==> src/hdl/lfgd_pkg.sv <==
package lfgd_pkg;

  localparam int DistW   = 32;
  localparam int RegW    = 31;
  localparam int HeightW = 32;
  localparam int IdxW    = 10;
  localparam int AddrW   = 5;

  localparam logic [2:0] REG_STEP_I  = 3'd0;
  localparam logic [2:0] REG_STEP_J  = 3'd1;
  localparam logic [2:0] REG_BASE    = 3'd2;
  localparam logic [2:0] REG_HEAVE   = 3'd3;
  localparam logic [2:0] REG_DETACH  = 3'd4;
  localparam logic [2:0] REG_DECAY   = 3'd5;

  localparam logic [16:0] LOG2E_Q16 = 17'd94548;
  localparam logic [5:0]  SHIFT_LIM = 6'd17;

  // 2^(-k/16) in Q.16, k = 0..16
  function automatic logic [16:0] pow2_neg(input logic [4:0] k);
    logic [16:0] v;
    case (k)
      5'd0:    v = 17'd65536;
      5'd1:    v = 17'd62757;
      5'd2:    v = 17'd60097;
      5'd3:    v = 17'd57549;
      5'd4:    v = 17'd55109;
      5'd5:    v = 17'd52773;
      5'd6:    v = 17'd50535;
      5'd7:    v = 17'd48393;
      5'd8:    v = 17'd46341;
      5'd9:    v = 17'd44376;
      5'd10:   v = 17'd42495;
      5'd11:   v = 17'd40693;
      5'd12:   v = 17'd38968;
      5'd13:   v = 17'd37316;
      5'd14:   v = 17'd35734;
      5'd15:   v = 17'd34219;
      5'd16:   v = 17'd32768;
      default: v = 17'd32768;
    endcase
    return v;
  endfunction

endpackage

==> src/hdl/lfgd_depth.sv <==
// D*(1 - exp(-r*x)), five register stages, advances when en is high.
module lfgd_depth #(
  parameter int FRAC_BITS = 16
) (
  input  logic                 clk,
  input  logic                 en,
  input  logic [lfgd_pkg::RegW-1:0] x,
  input  logic [lfgd_pkg::RegW-1:0] rate,
  input  logic [lfgd_pkg::RegW-1:0] depth_max,
  output logic [31:0]          depth
);
  import lfgd_pkg::*;

  localparam int Sh = 2 * FRAC_BITS - 16;

  logic [2*RegW-1:0] prod;
  logic [2*RegW-1:0] t;
  logic [37:0]       u_full;
  logic [21:0]       u;
  logic              big;
  logic [5:0]        n_c;
  logic [16:0]       a_c;
  logic [16:0]       b_c;
  logic [11:0]       diff_c;
  logic [23:0]       lerp_c;
  logic [5:0]        n;
  logic [16:0]       a;
  logic [23:0]       lerp;
  logic              zero;
  logic [16:0]       m;
  logic [16:0]       e;
  logic [47:0]       dprod;

  assign t      = prod >> Sh;
  assign u_full = t[20:0] * LOG2E_Q16;
  assign n_c    = u[21:16];
  assign a_c    = pow2_neg({1'b0, u[15:12]});
  assign b_c    = pow2_neg({1'b0, u[15:12]} + 5'd1);
  // adjacent table entries differ by less than 4096
  assign diff_c = 12'(a_c - b_c);
  assign lerp_c = diff_c * u[11:0];
  assign m      = a - {5'd0, lerp[23:12]};
  assign depth  = dprod[47:16];

  always_ff @(posedge clk) begin
    if (en) begin
      prod  <= x * rate;
      big   <= |t[2*RegW-1:21];
      u     <= u_full[37:16];
      zero  <= big || (n_c >= SHIFT_LIM);
      n     <= n_c;
      a     <= a_c;
      lerp  <= lerp_c;
      e     <= zero ? 17'd0 : (m >> n);
      dprod <= depth_max * (17'd65536 - e);
    end
  end
endmodule

==> config.mk <==
export PLATFORM = sky130hd
export DESIGN_NAME = lfgd_depth
export DESIGN_NICKNAME = d
export VERILOG_FILES = /design/src/hdl/lfgd_pkg.sv /design/src/hdl/lfgd_depth.sv
export SDC_FILE = /design/constraint.sdc
export NUM_CORES = 2
export LEC_CHECK = 0
export ABC_AREA = 1
export BUFFER_PORTS_ARGS = -buffer_cell sky130_fd_sc_hd__buf_2
export CAP_MARGIN = 10
export CORE_UTILIZATION = 48
export CTS_CLUSTER_DIAMETER = 80
export DETAILED_ROUTE_END_ITERATION = 16
export MAX_ROUTING_LAYER = met4
export PLACE_DENSITY_LB_ADDON = 0.1
export SYNTH_ARGS = -nofsm -noshare
export SYNTH_HDL_FRONTEND = slang
export SYNTH_SLANG_ARGS = --single-unit
export TNS_END_PERCENT = 100
==> constraint.sdc <==
create_clock -name clk -period 8.68 [get_ports clk]
set_clock_uncertainty 0.1 [all_clocks]
set_input_delay 0.868 -clock clk [delete_from_list [all_inputs] [get_ports clk]]
set_output_delay 0.868 -clock clk [all_outputs]
set_load 0.02 [all_outputs]
After elaboration in Yosys (flattened, before gate mapping):

Memory sizes are Yosys's and may differ from the RTL's. A register that Yosys moved wholly into a read port is not among the register bits.
Index checks and enable logic that the tools add are counted.

* flip-flop bits (word level): 198
* bits in latches: 0
* RAM bits: 0
* memory bits (read-only): 816
* input bits: 95
* output and inout bits: 32
* memories: 2

Memory list
* (name not given): depth 32, bits a word 17, rd ports 1, clocked after Yosys merged registers in 0, write ports 0, line lfgd_pkg.sv:22 `case (k)`
* (name not given): depth 16, bits a word 17, rd ports 1, clocked after Yosys merged registers in 1, write ports 0, line lfgd_pkg.sv:22

* add/sub/neg operators: 4
* multipliers: 4
* divide/modulo/power cells: 0
* magnitude comparators: 1
* equality and inequality tests: 0
* shift-type cells: 1
* mux-type cells: 1
* bitwise operators: 0
* reductions and logical operators: 2

Operators by type and width (count)
* multiplier 31 x 31 -> 62 bit: 1
* multiplier 32 x 18 -> 48 bit: 1
* multiplier 21 x 15 -> 36 bit (second input constant): 1
* OR reduction 25 bit: 1
* multiplier 12 x 12 -> 24 bit: 1
* subtractor 17 x 17 -> 18 bit (first input constant): 1
* right shift 17 x 6 -> 17 bit: 1
* subtractor 17 x 12 -> 17 bit: 1
* subtractor 12 bit: 1
* greater-or-equal comparator 6 x 5 -> 1 bit (second input constant): 1
* adder 4 x 1 -> 5 bit (second input constant): 1
* two-way mux 4 bit: 1
* logical OR 1 bit: 1

Depth between registers and ports, before layout:

An unclocked memory read counts as a cell.

* depth after elaboration: 4
* gate-level depth with buffers: 42
* depth with buffers taken out: 40

Worst setup path after synthesis:

OpenSTA, ideal clock, no wires.

* path type: input-to-reg
* from: in x[26] (netlist name)
* to: reg prod[51], data pin
* arrival: 6.893 ns
* setup slack: 1.434 ns
* stages: 25
* buffers on the path: 1
* cell sequence: clkbuf_1 nand2_1 fa_1 inv_1 fa_1 fa_1 inv_1 fa_1 inv_1 fa_1 fa_1 fa_1 inv_1 fa_1 inv_1 ha_1 nand2_1 inv_1 a21oi_1 a21boi_0 o21ai_0 a211oi_1 nand2_1 nand2_1 nand2_1

* word-level cells in the longest chain between the ends: 1

Ends and longest elaborated chain
* start: declaration: line lfgd_depth.sv:7 `input logic [lfgd_pkg::RegW-1:0] x,`
* multiplier 31 x 31 -> 62 bit: line lfgd_depth.sv:47 `prod <= x * rate;`
* end signal: assignment: line lfgd_depth.sv:47
* end: declaration: line lfgd_depth.sv:16 `logic [2*RegW-1:0] prod;`

Every way passes these cells.
A chain may end at the register's enable or synchronous reset.

Worst setup path in the final report:

* from: in x[16] (netlist name)
* to: reg prod[41], data pin

The elaborated chain is that of the path after synthesis.

==> impl_results.md <==
- Drt first pass iters: 5
- Outcome: finished, final reports clean
- Global-route wire length before repair: about 320000 um
- Longest Clk Path Bufs: 2
- DR WL met2: roughly 100000 um
- Max-cap violation count: 0
- Die ar.: 145000 um2
- Routed vias: between 50000 and 60000
- Worst path depth: 24
- Layout area overhead: 5.04%
- R2R setup slack: approximately 0.55 ns
- Hold_sp: a_c[12]
- Chip width: roughly 380 um
- Seq cells post-synth: between 150 and 200
- Slew @ Worst Pin: between 0.9 and 1 ns
- HP Class: reg2reg
- Mux share of post-synthesis cell area: 0%
- Worst Reg-to-Reg Cells: 33
- Placed cell area: a little over 70000 um2
- Largest net degree at the start of global routing: 76
- WP data required: around 8.8 ns
- Post-CTS Hold Buffers: 0
- Minimum hold slack: approximately 0.29 ns
- Startpoint Class: primary input
- Vias in the first global route: just under 60000
- Synthesized area per cell: about 8 um2
- Initial drt markers: around 3400
- Async SR Flop Fraction: 0%
- M1 WL: between 80000 and 90000 um
- IO Port Bufs: around 130
- Initial antenna violation count: 12
- Crit. End Element: flip-flop
- Share of layout cells above drive strength 1: about 4.4%
- Fin. max-slew vios: 0
- Nets: ~11000
- GP Congestion: between 0.9 and 1
- Antenna Nets Post-Route: 0
- Cells after Synth: roughly 8600
- Setup WS post-layout: slightly above 0.5 ns
- Yosys warns: 0
- CP dominant cell by count: fa_1
- Top cell type's share of synthesized area: a little over two fifths
- Most used DFF post-synth: edfxtp_1
- Reg-to-Reg Start: e[0]
- Clock transition at path regs: 0.09 ns
- CTS Buf Count: 17
- Synth area leader: fa_1
- Fin. Hold Viols: 0
- EDFF count, synth: 154
- CP max-delay cell: fa_1
- Vias per cell: around 5.1
- Worst path max stage delay: between 0.5 and 0.6 ns
- Most common library cells after synthesis: 2398 x inv_1, 2120 x nand2_1, 1499 x fa_1
- Area contributors post-synth: fa_1 44%, inv_1 13%, ha_1 12%
- DR WL/cell: approximately 19 um
- Period utilisation layout: between 90 and 100%
- Std-Cell Rows: 138
- Gr usage total: 29.4%
- Max Clk Rate: 122 MHz
- Post-synthesis compound-gate area fraction: 3.90%
- TritonCTS clock tree: yes
- Fillers: 14200
- Post-place setup slack: approximately 0.083 ns
- Final WL: approximately 200000 um
- Post-CTS Setup Bufs: 0
- Crit path buf inv count: 5
- # DRC: 0
- Post-Synth Simple-Gate Area: 17.3%
- Worst path cell trace: buf_2 -> buf_4 -> nand2_1 -> fa_1 -> fa_1 -> fa_1 -> fa_1 -> inv_1 -> fa_1 -> fa_1 -> fa_1 -> inv_1 -> fa_1 -> inv_1 -> ha_1 -> nand2_1 -> nand2_1 -> a31oi_1 -> o21ai_0 -> a21oi_1 -> o21ai_0 -> nand2_1 -> nand2_1 -> xor2_1
- Register area share after synthesis: between 7 and 8%
- Core box area: about 140000 um2
- Hold-critical path depth: 0
- Most instantiated library cell after synthesis: inv_1
- PostCTS Resize Cnt: 0
- Met3 WL: approximately 11000 um
- XOR/XNOR share of the synthesized area: 1.32%
- Yosys cell types: 56
- Finished Cell Area: between 70000 and 80000 um2
- Unrepaired setup endpoints after global routing: no
- Syn Std Cell Area: slightly below 70000 um2
- Setup CP Type: in2reg
- Clock Sink Count: around 170
- Max transition margin: roughly a third
- Synth Area in Adders: between 50 and 60%
- Final setup fails: 0
- IO Count: approximately 130
- Starting Density: between 40% and 50%
- TNS Setup: 0 ns
- Grt total ovfl: 0
- Tmin final: 8.17 ns
- Delay-heaviest family, CP: adder cells
- Synth Net Count: 10800
- Critical Path Source: x[16]
- Main combinational cell family by area after synthesis: adder cells
- Die Y-Extent: 381 um
- Worst-path maximum fanout: 23
- Htree depth: 4
- Worst skew pair latency: approximately 0.50 ns
- DP HPWL: about 170000 um
- Critical Path AT: between 8 and 9 ns
- Top Layer Used: met4
- Clock Tree Root: clkbuf_16
[metrics by stage]
stage	std cells	util, %
6_report	10500	51.0
3_5_place_dp	10500	50.6
2_1_floorplan	8602	-
4_1_cts	10500	51.0
3_3_place_gp	10500	50.6
5_1_grt	10500	51.0
[final cells by class]
cell class	instances	area (um2)	area share [%]
diodes	8	20.0	0.0277
clock buffers	17	425	0.588
clock inverters	15	120	0.166
inverters	2421	9090	12.6
multi-input cells	5709	53600	74.1
flip-flops and latches	171	4960	6.86
well taps	1890	2360	3.27
repair buffers	271	1760	2.44
[cell usage in the layout, fill, tap and decap left out, types with 65 or more instances in the layout]
cell      netlist  final
nand3_1       214    214
ha_1          648    648
nor2_1        496    496
inv_1        2398   2398
o21ai_0       141    141
edfxtp_1      154    154
xor2_1         65     65
fa_1         1499   1499
nand2_1      2120   2120
buf_4           7    142
a21oi_1       202    202
buf_2          22    125
[layer usage]
layer | GRT usage (%) | vias up
li1 | - | 24900
met1 | 38.0 | 27300
met2 | 49.7 | 1602
met3 | 2.66 | 269
met4 | 7.39 | 0
met5 | - | -
[state kept, by name (all words and copies together) (netlist names)]
name,count
zero,1
a,17
e,17
lerp,12
prod,46
u,22
big,1
n,6
dprod,32
a_c,17
[worst paths after layout]
kind / end
worst max-delay path: prod[41]
worst min-delay path: a[12]
worst max register to register: dprod[42]
worst min register to register: a[12]
[kinds of logic (layout without fill, tap and decap cells)]
kind of cell,count (synthesis),in the layout
buffers and inverters,2722,2724
other,0,8
adders and majority gates,2147,2147
AOI/OAI and AO/OA,474,474
xor gates and xnor gates,103,103
and+or+nand+nor,2985,2985
DFF,171,171
Power is left out: the tool's default activity adds up to more than one toggle a clock period on the data nets, which glitch-free logic cannot reach.
